===== config.mk =====
export PLATFORM = sky130hd
export DESIGN_NAME = nixie_clock_time_display_controller_unit
export DESIGN_NICKNAME = d
export VERILOG_FILES = /design/src/rtl/nixie_pkg.sv /design/src/rtl/nixie_clock_time_display_controller_unit.sv
export SDC_FILE = /design/constraint.sdc
export NUM_CORES = 1
export LEC_CHECK = 0
export ABC_AREA = 1
export BUFFER_PORTS_ARGS = -buffer_cell sky130_fd_sc_hd__buf_2
export CORE_UTILIZATION = 55
export DETAILED_ROUTE_END_ITERATION = 8
export GPL_TIMING_DRIVEN = 0
export PLACE_DENSITY = 0.74
export SETUP_SLACK_MARGIN = 0.4
export SYNTH_ARGS = -nofsm -noshare
export SYNTH_HDL_FRONTEND = slang
export SYNTH_SLANG_ARGS = --single-unit

===== constraint.sdc =====
create_clock -name aclk -period 6.5 [get_ports aclk]
set_input_delay 0.65 -clock aclk [delete_from_list [all_inputs] [get_ports aclk]]
set_output_delay 0.65 -clock aclk [all_outputs]
set_load 0.005 [all_outputs]

===== src/rtl/nixie_pkg.sv =====
// ----------------------------------------------------------------------------
// nixie_pkg
// Shared types and constants for the tube clock time and display controller.
// ----------------------------------------------------------------------------
package nixie_pkg;

    localparam int MAX_DIGITS = 6;

    typedef enum logic [3:0] {
        MODE_TICK        = 4'd0,
        MODE_POWER       = 4'd1,
        MODE_ALWAYS_ON   = 4'd2,
        MODE_HOUR_UP     = 4'd3,
        MODE_MINUTE_UP   = 4'd4,
        MODE_HOUR_HOLD   = 4'd5,
        MODE_MINUTE_HOLD = 4'd6,
        MODE_LOAD        = 4'd7,
        MODE_SAVED       = 4'd8
    } mode_t;

    typedef enum logic [2:0] {
        CFG_AUTO_OFF     = 3'd0,
        CFG_ANTI_POISON  = 3'd1,
        CFG_WINDOW_START = 3'd2,
        CFG_WINDOW_END   = 3'd3,
        CFG_INVERT       = 3'd4
    } cfg_reg_t;

    // result payload, first member at the top bit
    typedef struct packed {
        logic       pad;
        logic [5:0] second_now;
        logic [5:0] minute_now;
        logic [4:0] hour_now;
        logic       anti_poison_request;
        logic       settings_save_pending;
        logic       time_save_pending;
        logic       always_on_flag;
        logic       display_lit;
        logic       dots_lit;
        logic [15:0] tube_word;
    } result_t;

    // shift register pin for each digit position and bcd bit
    localparam logic [4:0] PIN_MAP [MAX_DIGITS][4] = '{
        '{5'd7,  5'd5,  5'd4,  5'd6},
        '{5'd3,  5'd1,  5'd0,  5'd2},
        '{5'd15, 5'd13, 5'd12, 5'd14},
        '{5'd11, 5'd9,  5'd8,  5'd10},
        '{5'd23, 5'd21, 5'd20, 5'd22},
        '{5'd19, 5'd17, 5'd16, 5'd18}
    };

    localparam logic [15:0] WORD_OFF = 16'hFFFF;
    localparam logic [15:0] SAT_MAX  = 16'hFFFF;

    // two bcd digits of a value below 64, tens in the upper nibble
    function automatic logic [7:0] bcd_split(input logic [5:0] v);
        logic [3:0] tens;
        logic [5:0] rest;
        if (v >= 6'd60) begin
            tens = 4'd6;
        end else if (v >= 6'd50) begin
            tens = 4'd5;
        end else if (v >= 6'd40) begin
            tens = 4'd4;
        end else if (v >= 6'd30) begin
            tens = 4'd3;
        end else if (v >= 6'd20) begin
            tens = 4'd2;
        end else if (v >= 6'd10) begin
            tens = 4'd1;
        end else begin
            tens = 4'd0;
        end
        rest = v - 6'(tens) * 6'd10;
        return {tens, rest[3:0]};
    endfunction

endpackage


===== src/rtl/nixie_clock_time_display_controller_unit.sv =====
// ----------------------------------------------------------------------------
// nixie_clock_time_display_controller_unit
// Time keeping, display power, dots and setting state for a tube clock.
// ----------------------------------------------------------------------------
// Each event transfer on the input stream (tick, key press, hold repeat, time
// load, save acknowledge) yields exactly one result transfer carrying the tube
// driver word, status flags and the current time. One event is taken every
// clock cycle while the skid entry is empty: the complete state update runs
// in a single combinational pass from the state registers into the state and
// result registers, and a two-entry output stage keeps accepting events while
// one result waits on a stalled output. A result is registered in the output
// register, or in the skid entry behind it. Configuration writes take effect
// at the next cycle and are meant to happen while no event is in flight.
module nixie_clock_time_display_controller_unit #(
    parameter int NUM_DIGITS = 4
) (
    input  logic        aclk,
    input  logic        aresetn,
    // configuration write port
    input  logic        cfg_wr_en,
    input  logic [2:0]  cfg_addr,
    input  logic [15:0] cfg_wr_data,
    // event input
    input  logic        s_tvalid,
    output logic        s_tready,
    input  logic [23:0] s_tdata,   // load_hour[4:0], load_minute[10:5], load_second[16:11]
    input  logic        s_tlast,
    input  logic [3:0]  s_tuser,   // mode[3:0]
    // result output
    output logic        m_tvalid,
    input  logic        m_tready,
    output logic [39:0] m_tdata    // tube_word[15:0], dots_lit[16], display_lit[17],
                                   // always_on_flag[18], time_save_pending[19],
                                   // settings_save_pending[20], anti_poison_request[21],
                                   // hour_now[26:22], minute_now[32:27], second_now[38:33]
);
    import nixie_pkg::*;

    // configuration
    logic [15:0] auto_off_reg;
    logic [15:0] anti_poison_reg;
    logic [10:0] win_start_reg;
    logic [10:0] win_end_reg;
    logic        invert_reg;

    // clock state
    logic [4:0]  hour_reg,   hour_next;
    logic [5:0]  minute_reg, minute_next;
    logic [5:0]  second_reg, second_next;
    logic        display_on_reg, display_on_next;
    logic        dots_on_reg, dots_on_next;
    logic        always_on_reg, always_on_next;
    logic        setting_reg, setting_next;
    logic        time_dirty_reg, time_dirty_next;
    logic        settings_dirty_reg, settings_dirty_next;
    logic [15:0] since_on_reg, since_on_next;
    logic [15:0] since_sweep_reg, since_sweep_next;
    logic [15:0] word_reg, word_next;
    logic        request;

    // output stage
    logic        out_valid_reg, out_valid_next;
    result_t     out_data_reg, out_data_next;
    logic        skid_valid_reg, skid_valid_next;
    result_t     skid_data_reg, skid_data_next;
    result_t     result;

    logic        accept;
    mode_t       mode;
    logic [4:0]  load_hour;
    logic [5:0]  load_minute;
    logic [5:0]  load_second;

    // ticked time and window test
    logic [5:0]  tick_second;
    logic [5:0]  tick_minute;
    logic [4:0]  tick_hour;
    logic [10:0] tick_mod;
    logic        in_window;
    logic [15:0] tick_since_on;
    logic [15:0] tick_since_sweep;

    // bumped time for key presses
    logic [4:0]  bump_hour;
    logic [5:0]  bump_minute;

    logic [3:0]  digit_val [MAX_DIGITS];
    logic [7:0]  hour_bcd, minute_bcd, second_bcd;
    logic [15:0] shown_word;

    assign s_tready    = !skid_valid_reg;
    assign accept      = s_tvalid && s_tready;
    assign mode        = mode_t'(s_tuser);
    assign load_hour   = s_tdata[4:0];
    assign load_minute = s_tdata[10:5];
    assign load_second = s_tdata[16:11];

    always_comb begin
        tick_second = second_reg + 6'd1;
        tick_minute = minute_reg;
        tick_hour   = hour_reg;
        if (tick_second >= 6'd60) begin
            tick_second = 6'd0;
            tick_minute = minute_reg + 6'd1;
            if (tick_minute >= 6'd60) begin
                tick_minute = 6'd0;
                tick_hour   = (hour_reg >= 5'd23) ? 5'd0 : hour_reg + 5'd1;
            end
        end
    end

    // minute of day: hour * 60 = hour * 64 - hour * 4
    assign tick_mod = {tick_hour, 6'b0} - {4'b0, tick_hour, 2'b0} + {5'b0, tick_minute};

    assign in_window = (win_start_reg <= win_end_reg)
        ? (tick_mod >= win_start_reg && tick_mod < win_end_reg)
        : (tick_mod >= win_start_reg || tick_mod < win_end_reg);

    assign tick_since_on    = (since_on_reg == SAT_MAX) ? SAT_MAX : since_on_reg + 16'd1;
    assign tick_since_sweep = (since_sweep_reg == SAT_MAX) ? SAT_MAX : since_sweep_reg + 16'd1;

    assign bump_hour   = (hour_reg >= 5'd23) ? 5'd0 : hour_reg + 5'd1;
    assign bump_minute = (minute_reg >= 6'd59) ? 6'd0 : minute_reg + 6'd1;

    // time after this event
    always_comb begin
        hour_next   = hour_reg;
        minute_next = minute_reg;
        second_next = second_reg;
        unique case (mode)
            MODE_TICK: begin
                if (!setting_reg) begin
                    hour_next   = tick_hour;
                    minute_next = tick_minute;
                    second_next = tick_second;
                end
            end
            MODE_HOUR_UP, MODE_HOUR_HOLD: begin
                hour_next = bump_hour;
            end
            MODE_MINUTE_UP, MODE_MINUTE_HOLD: begin
                minute_next = bump_minute;
            end
            MODE_LOAD: begin
                if (!setting_reg && !time_dirty_reg) begin
                    hour_next   = (load_hour > 5'd23) ? 5'd23 : load_hour;
                    minute_next = (load_minute > 6'd59) ? 6'd59 : load_minute;
                    second_next = (load_second > 6'd59) ? 6'd59 : load_second;
                end
            end
            default: begin
            end
        endcase
    end

    // tube word for the time after this event
    assign hour_bcd   = bcd_split({1'b0, hour_next});
    assign minute_bcd = bcd_split(minute_next);
    assign second_bcd = bcd_split(second_next);

    always_comb begin
        digit_val[0] = hour_bcd[7:4];
        digit_val[1] = hour_bcd[3:0];
        digit_val[2] = minute_bcd[7:4];
        digit_val[3] = minute_bcd[3:0];
        digit_val[4] = second_bcd[7:4];
        digit_val[5] = second_bcd[3:0];
    end

    always_comb begin
        logic [2:0] pos;
        logic [4:0] pin;
        shown_word = '0;
        for (int d = 0; d < NUM_DIGITS; d++) begin
            pos = invert_reg ? 3'(NUM_DIGITS - 1 - d) : 3'(d);
            for (int b = 0; b < 4; b++) begin
                pin = PIN_MAP[pos][b];
                if (digit_val[d][b] && pin < 5'd16) begin
                    shown_word[pin[3:0]] = 1'b1;
                end
            end
        end
    end

    // event handling
    always_comb begin
        display_on_next     = display_on_reg;
        dots_on_next        = dots_on_reg;
        always_on_next      = always_on_reg;
        setting_next        = setting_reg;
        time_dirty_next     = time_dirty_reg;
        settings_dirty_next = settings_dirty_reg;
        since_on_next       = since_on_reg;
        since_sweep_next    = since_sweep_reg;
        word_next           = word_reg;
        request             = 1'b0;

        unique case (mode)
            MODE_TICK: begin
                if (!setting_reg) begin
                    since_on_next    = tick_since_on;
                    since_sweep_next = tick_since_sweep;
                    if (!always_on_reg && !in_window && tick_since_on >= auto_off_reg) begin
                        display_on_next = 1'b0;
                    end
                    if (display_on_reg && !display_on_next) begin
                        dots_on_next = 1'b0;
                        word_next    = WORD_OFF;
                    end else if (display_on_next) begin
                        word_next    = shown_word;
                        dots_on_next = !dots_on_reg;
                        if (tick_since_sweep >= anti_poison_reg) begin
                            request          = 1'b1;
                            since_sweep_next = '0;
                        end
                    end
                end
            end
            MODE_POWER: begin
                if (display_on_reg) begin
                    display_on_next = 1'b0;
                    dots_on_next    = 1'b0;
                    word_next       = WORD_OFF;
                end else begin
                    display_on_next = 1'b1;
                    word_next       = shown_word;
                    since_on_next   = '0;
                end
            end
            MODE_ALWAYS_ON: begin
                display_on_next     = 1'b1;
                since_on_next       = '0;
                if (!display_on_reg) begin
                    word_next = shown_word;
                end
                always_on_next      = !always_on_reg;
                settings_dirty_next = 1'b1;
            end
            MODE_HOUR_UP, MODE_MINUTE_UP: begin
                display_on_next = 1'b1;
                since_on_next   = '0;
                word_next       = shown_word;
                time_dirty_next = 1'b1;
            end
            MODE_HOUR_HOLD, MODE_MINUTE_HOLD: begin
                display_on_next = 1'b1;
                since_on_next   = '0;
                dots_on_next    = 1'b0;
                word_next = shown_word;
                if (s_tlast) begin
                    time_dirty_next = 1'b1;
                    setting_next    = 1'b0;
                end else begin
                    setting_next = 1'b1;
                end
            end
            MODE_LOAD: begin
            end
            MODE_SAVED: begin
                settings_dirty_next = 1'b0;
                if (!setting_reg) begin
                    time_dirty_next = 1'b0;
                end
            end
            default: begin
            end
        endcase
    end

    always_comb begin
        result.pad                   = 1'b0;
        result.second_now            = second_next;
        result.minute_now            = minute_next;
        result.hour_now              = hour_next;
        result.anti_poison_request   = request;
        result.settings_save_pending = settings_dirty_next;
        result.time_save_pending     = time_dirty_next && !setting_next;
        result.always_on_flag        = always_on_next;
        result.display_lit           = display_on_next;
        result.dots_lit              = dots_on_next;
        result.tube_word             = word_next;
    end

    // output register with a skid entry behind it
    always_comb begin
        out_valid_next  = out_valid_reg;
        out_data_next   = out_data_reg;
        skid_valid_next = skid_valid_reg;
        skid_data_next  = skid_data_reg;
        if (!out_valid_reg || m_tready) begin
            out_valid_next  = skid_valid_reg || accept;
            out_data_next   = skid_valid_reg ? skid_data_reg : result;
            skid_valid_next = 1'b0;
        end else if (accept) begin
            skid_valid_next = 1'b1;
            skid_data_next  = result;
        end
    end

    assign m_tvalid = out_valid_reg;
    assign m_tdata  = out_data_reg;

    always_ff @(posedge aclk) begin
        out_data_reg  <= out_data_next;
        skid_data_reg <= skid_data_next;
        if (!aresetn) begin
            auto_off_reg       <= 16'd600;
            anti_poison_reg    <= 16'd1200;
            win_start_reg      <= 11'd570;
            win_end_reg        <= 11'd1410;
            invert_reg         <= 1'b0;
            hour_reg           <= '0;
            minute_reg         <= '0;
            second_reg         <= '0;
            display_on_reg     <= 1'b1;
            dots_on_reg        <= 1'b1;
            always_on_reg      <= 1'b1;
            setting_reg        <= 1'b0;
            time_dirty_reg     <= 1'b0;
            settings_dirty_reg <= 1'b0;
            since_on_reg       <= '0;
            since_sweep_reg    <= '0;
            word_reg           <= '0;
            out_valid_reg      <= 1'b0;
            skid_valid_reg     <= 1'b0;
        end else begin
            out_valid_reg  <= out_valid_next;
            skid_valid_reg <= skid_valid_next;
            if (cfg_wr_en) begin
                unique case (cfg_reg_t'(cfg_addr))
                    CFG_AUTO_OFF:     auto_off_reg    <= cfg_wr_data;
                    CFG_ANTI_POISON:  anti_poison_reg <= cfg_wr_data;
                    CFG_WINDOW_START: win_start_reg   <= cfg_wr_data[10:0];
                    CFG_WINDOW_END:   win_end_reg     <= cfg_wr_data[10:0];
                    CFG_INVERT:       invert_reg      <= cfg_wr_data[0];
                    default: begin
                    end
                endcase
            end
            if (accept) begin
                hour_reg           <= hour_next;
                minute_reg         <= minute_next;
                second_reg         <= second_next;
                display_on_reg     <= display_on_next;
                dots_on_reg        <= dots_on_next;
                always_on_reg      <= always_on_next;
                setting_reg        <= setting_next;
                time_dirty_reg     <= time_dirty_next;
                settings_dirty_reg <= settings_dirty_next;
                since_on_reg       <= since_on_next;
                since_sweep_reg    <= since_sweep_next;
                word_reg           <= word_next;
            end
        end
    end

    // skid entry only fills behind a held output
    assert property (@(posedge aclk) disable iff (!aresetn)
        skid_valid_reg |-> out_valid_reg)
        else $error("skid entry valid without output valid");

    // a dark display always drives the blank word with dots off
    assert property (@(posedge aclk) disable iff (!aresetn)
        !display_on_reg |-> (word_reg == WORD_OFF) && !dots_on_reg)
        else $error("display off but word or dots lit");

    // time of day stays in range
    assert property (@(posedge aclk) disable iff (!aresetn)
        hour_reg < 5'd24 && minute_reg < 6'd60 && second_reg < 6'd60)
        else $error("time counter out of range");

    // a sweep request only goes out with the display on
    assert property (@(posedge aclk) disable iff (!aresetn)
        out_valid_reg && out_data_reg.anti_poison_request |-> out_data_reg.display_lit)
        else $error("sweep request while display off");

    // a stalled result stays valid and unchanged
    assert property (@(posedge aclk) disable iff (!aresetn)
        out_valid_reg && !m_tready |=> out_valid_reg && $stable(out_data_reg))
        else $error("held result changed");

endmodule

**Word level (Yosys, flattened, before mapping)**

Memory sizes are Yosys's and may differ from the RTL's.
Index checks and enable logic that the tools add are counted.

- Logic and storage cells: 367
- Input bits: 53
- Register bits: 206
- Output and inout port bits: 42
- Bits in read-only memories: 640
- Memories: 4

Memory list:

| name | words | bits a word | rd ports | clocked after Yosys merged registers in | write ports | RTL line | text |
|---|---|---|---|---|---|---|---|
| (name not given) | 8 | 20 | 1 | 0 | 0 | nixie_clock_time_display_controller_unit.sv:177 | `pin = PIN_MAP[pos][b];` |
| (name not given) | 8 | 20 | 1 | 0 | 0 | nixie_clock_time_display_controller_unit.sv:177 |  |
| (name not given) | 8 | 20 | 1 | 0 | 0 | nixie_clock_time_display_controller_unit.sv:177 |  |
| (name not given) | 8 | 20 | 1 | 0 | 0 | nixie_clock_time_display_controller_unit.sv:177 |  |

- Equal/unequal tests: 16
- $add $sub $neg: 9
- $mul: 2
- Reductions and logical operators: 69
- Order comparisons: 76
- Mux-type cells: 130
- Bitwise logic cells: 22

Operators by type and width:

| kind | number |
|---|---|
| two-way mux 16 bit | 28 |
| bitwise OR 16 bit | 15 |
| two-way mux 20 bit | 8 |
| less-than comparator 4 x 5 -> 1 bit, second input constant | 16 |
| less-than comparator 5 bit, second input constant | 16 |
| demux 1 bit (select 4 bit) | 16 |
| >= comparator 4 x 1 -> 1 bit, second input constant | 16 |
| one-hot mux 16 bit (4 select lines) | 1 |
| two-way mux 6 bit | 10 |
| one-hot mux 16 bit (3 select lines) | 1 |
| two-way mux 39 bit | 1 |
| two-way mux 1 bit | 38 |
| logical AND 1 bit | 37 |
| >= comparator 6 bit, second input constant | 6 |
| adder 16 x 1 -> 16 bit, second input constant | 2 |
| == test 16 bit, second input constant | 2 |
| >= comparator 16 bit | 2 |
| two-way mux 5 bit | 6 |
| >= comparator 5 x 6 -> 1 bit, second input constant | 3 |
| two-way mux 3 bit | 6 |
| one-hot mux 6 bit (3 select lines) | 1 |
| == test 4 x 3 -> 1 bit, second input constant | 4 |
| >= comparator 4 bit, second input constant | 4 |
| two-way mux 2 bit | 8 |
| other kinds (40) | 77 |

**Longest topological paths before layout**

- Word-level depth: 50
- Gate-level depth with buffers: 36
- Mapped depth without buffers: 36

**Worst setup path after synthesis**

Ideal clock, no wire load.

- Path type: flip-flop to flip-flop
- From: register minute_reg[1]
- To: register out_data_reg, in the netlist m_tdata[8], data pin
- Path buffers: 0
- Data required time: 6.234 ns
- Data arrival time: 3.963 ns
- Clock period less this slack: 4.229 ns
- Stages on the path, launching flop included: 31
- Setup time: 0.266 ns
- Path slack: 2.271 ns
- Cell sequence: dfxtp_1 ha_1 nor2_1 nor2_2 nand2_2 nor2_4 nand2_4 nor2_8 o21a_1 inv_1 ha_1 a21o_1 nand2_1 a21oi_2 a21oi_1 nand2_1 nand3_1 nand2_1 ha_1 a21oi_1 nor2_1 a2111oi_0 nand3_1 nand3_2 nand2_2 inv_2 nand2_1 nand3_1 nand2_1 o21ai_1 o21ai_1

- Longest elaborated chain between the ends: 50
- Elaborated cells on any way between the ends: 108
- Classes of those cells: 5 x add/sub; 2 x mul; 16 x order compare; 49 x mux; 15 x bitwise; 21 x reduce/logical

Ends and longest elaborated chain:

| item | RTL line | text |
|---|---|---|
| start: declaration | nixie_clock_time_display_controller_unit.sv:48 | `logic [5:0] minute_reg, minute_next;` |
| start signal: assignment | nixie_clock_time_display_controller_unit.sv:342 | `minute_reg <= minute_next;` |
| parallel branches: the longest is 48 deep, another holds adder 6 x 1 -> 6 bit | n/a |  |
| one-hot mux 16 bit (4 select lines) (*) | nixie_clock_time_display_controller_unit.sv:198 | `unique case (mode)` |
| two-way mux 39 bit (*) | nixie_clock_time_display_controller_unit.sv:292 | `out_data_next = skid_valid_reg ? skid_data_reg : result;` |
| end signal: assignment | nixie_clock_time_display_controller_unit.sv:304 | `out_data_reg <= out_data_next;` |
| end: declaration | nixie_clock_time_display_controller_unit.sv:63 | `result_t out_data_reg, out_data_next;` |

Mark *: on every way between the ends. The select of a mux whose other input is x is not followed.
A chain may end at the register's enable or synchronous reset.

**Final worst setup path**

Ends and elaborated chain as after synthesis.

==> reports/qor.txt <==
Status -> completed
Cell area after synthesis -> 12300 um2
Core footprint -> 21900 um2
Area contributors post-synth -> dfxtp_1 21%, edfxtp_1 19%, nand2_1 11%
Hold_sp -> cfg_wr_data[13]
CTS Buffer Depth -> 3
Post-layout util -> 63.6%
Max Cap Viol -> 0
Fillers -> 1959
Gr usage total -> 28.6%
Detailed placement HPWL -> 24.4 mm
Number of global-route vias before repair -> 10500
Async set-reset flop share out of synthesis -> 0%
Initial antenna violation count -> 1
Multi-input logic area -> 6270 um2
Num CTS Buffers -> 23
CP startpoint -> minute_reg[1]$_SDFFE_PN0P_
Synth cell types -> 61
CTS tree -> built
Fin crit share -> 80.4%
Worst-Margin Slew -> 1120 ps
Critical-path top delay cell -> dfxtp_1
Worst skew pair latency -> 520 ps
CP Buf/Inv Count -> 2
Worst min-delay path endpoint -> anti_poison_reg[13]$_SDFFE_PN0P_
Initial core utilization -> 56.2%
Via Count -> 11300
I/O Pins -> 95
Syn_nets -> 1760
Clock root cell -> clkbuf_16
P&R area growth vs syn -> 13.2%
Reg2Reg Setup Slack -> 1270 ps
Crit path required time -> 6750 ps
Post-route ant nets -> 0
Row count -> 54
Crit path arrival time -> 5480 ps
Sequential cell area fraction in the yosys report -> 39.9%
Horiz. Die Dim -> 152 um
Ys Warns -> 0
Setup TNS -> 0 ps
Gr ovfl total -> 0
DIE AREA -> 23000 um2
FF-to-FF path depth -> 30
Seq. cell area -> 4900 um2
LEAKAGE -> 6.26 nW
Maximum clock rate -> 0.191 GHz
Critical path peak fanout -> 8
HP Class -> primary input to flip-flop
Synthesized instance count -> 1631
Yosys reg bits -> 206
Post_cts resized -> 0
First-pass GRT wire length -> 51.8 mm
Hold Crit Depth -> 3
Hold-fix buffers at CTS -> 0
Main synth FF type -> dfxtp_1
Pin count of the biggest net entering global routing -> 43
Largest delay contributor family on the critical path -> simple AND/OR/NAND/NOR gates
Antenna fix cells -> 0
Syn avg cell area -> 7.54 um2
Share of cells above drive strength 1 -> 12.5%
Clk slew on worst S/H paths -> 60 ps
Iter 0 DRT Violations -> 1050
DR pass1 iterations -> 5
Remaining DRCs -> 0
Largest stage delay, worst path -> 480 ps
Reg2Reg Capture Point -> m_tdata[8]$_DFFE_PP_
Die Y -> 152 um
Synth top cells by count -> 350 x nand2_1, 229 x inv_1, 156 x a21oi_1
Clock Skews -> 20.6 ps
Tot Pwr -> 3.50 mW
Critical path type -> flip-flop to flip-flop
Minimum clock period -> 5230 ps
Post-CTS setup buffers -> 0
WHS -> 445 ps
Setup violations, final -> 0
Nets@finish -> 1871
PD cells -> 252 nW/um2
Hold violation total from the final report -> 0
H-tree depth -> 1
CTS Sinks -> 206
Peak supply drop -> 0.199 mV
Via-to-Cell Ratio -> 5.56
Slew Viols, Final -> 0
I/O Buffers -> 85
Post-synth EDFFs -> 78
Crit end category -> flip-flop
GP Congestion -> 0.945
Final WL -> 32.5 mm
Post-synth top area share -> 20.8%
Count leader, synth -> nand2_1
Wire per inst -> 15.9 um
Worst setup SP type -> flip-flop
Largest area contributor in the netlist -> dfxtp_1
Reg-to-Reg Start -> minute_reg[1]$_SDFFE_PN0P_
Slew headroom -> 24.6%
CP most frequent cell -> nand2_1
RSZ-0062 raised after global routing -> false
## cells by family after synthesis
group                      count (synthesis)  share of synthesized area (%)
xor gates and xnor gates                  15                           1.07
and+or+nand+nor                          639                           23.7
buffers and inverters                    299                           9.22
AOI/OAI and AO/OA                        395                           18.3
other                                      1                         0.0305
adders and majority gates                 76                           7.86
DFF                                      206                           39.9
## metrics by stage
step	std cells	area, um2	worst slack [ps]
6_report	2038	13900	1270
3_3_place_gp	1996	13100	1370
2_1_floorplan	1631	12300	2270
3_5_place_dp	1997	13100	1320
4_1_cts	2038	13900	1310
5_1_grt	2038	13900	845
## where the power goes
part	leakage (nW)	internal, mW	switching, mW
combinational	4.03	0.214	0.405
clock	0.394	0.875	0.542
sequential	1.84	1.43	0.0350
total	6.26	2.52	0.982
## cells in the final DEF, fill, tap and decap left out, types with 4 or more instances in the layout
cell type and n:
a211oi_1 4, a21oi_1 156, a31oi_1 8, buf_2 91, bufinv_16 5, clkbuf_1 46
clkbuf_16 23, dfxtp_1 128, edfxtp_1 78, ha_1 74, inv_1 228, inv_2 18
nand2_1 350, nand2_2 15, nand3_1 73, nand3_2 9, nand3_4 6, nand4_1 18
nor2_1 108, nor2_2 9, nor2_4 7, nor3_1 22, o211ai_1 29, o21a_1 6
o21ai_0 135, o21ai_1 20, o21ai_2 5, or2_2 6, xnor2_1 5, xor2_1 10
## worst max path at each step
stage | to | cells after the start
6_report | m_tdata[8]$_DFFE_PP_ | 30
4_1_cts | m_tdata[8]$_DFFE_PP_ | 30
2_1_floorplan | m_tdata[8]$_DFFE_PP_ | 30
3_3_place_gp | m_tdata[8]$_DFFE_PP_ | 30
5_1_grt | m_tdata[8]$_DFFE_PP_ | 30
3_5_place_dp | m_tdata[8]$_DFFE_PP_ | 30
## worst reg2reg max path, delay by kind of cell (launching register included)
family	cells	cell delay, ps
flops	1	480
buf+inv	2	240
fa+ha+maj	3	860
simple gates	17	1840
compound gates	8	1590
## routing by layer
layer  GRT usage (%)  vias up  share of wire (%)
met1            39.3     5194                 45
met3            3.44       71                6.9
met5               0        -              0.040
li1                -     5674                  -
met2            46.3      399                 44
met4            10.4        2                3.5
## final cells by class
| class | instances | area share (%) |
|---|---|---|
| clock buffers | 29 | 4.44 |
| repair buffers | 86 | 3.20 |
| flip-flops and latches | 206 | 35.2 |
| well taps | 280 | 2.52 |
| clock inverters | 12 | 1.45 |
| plain buffers | 50 | 1.43 |
| inverters | 249 | 6.71 |
| multi-input cells | 1126 | 45.0 |
Power figures use the tool's default switching activity.
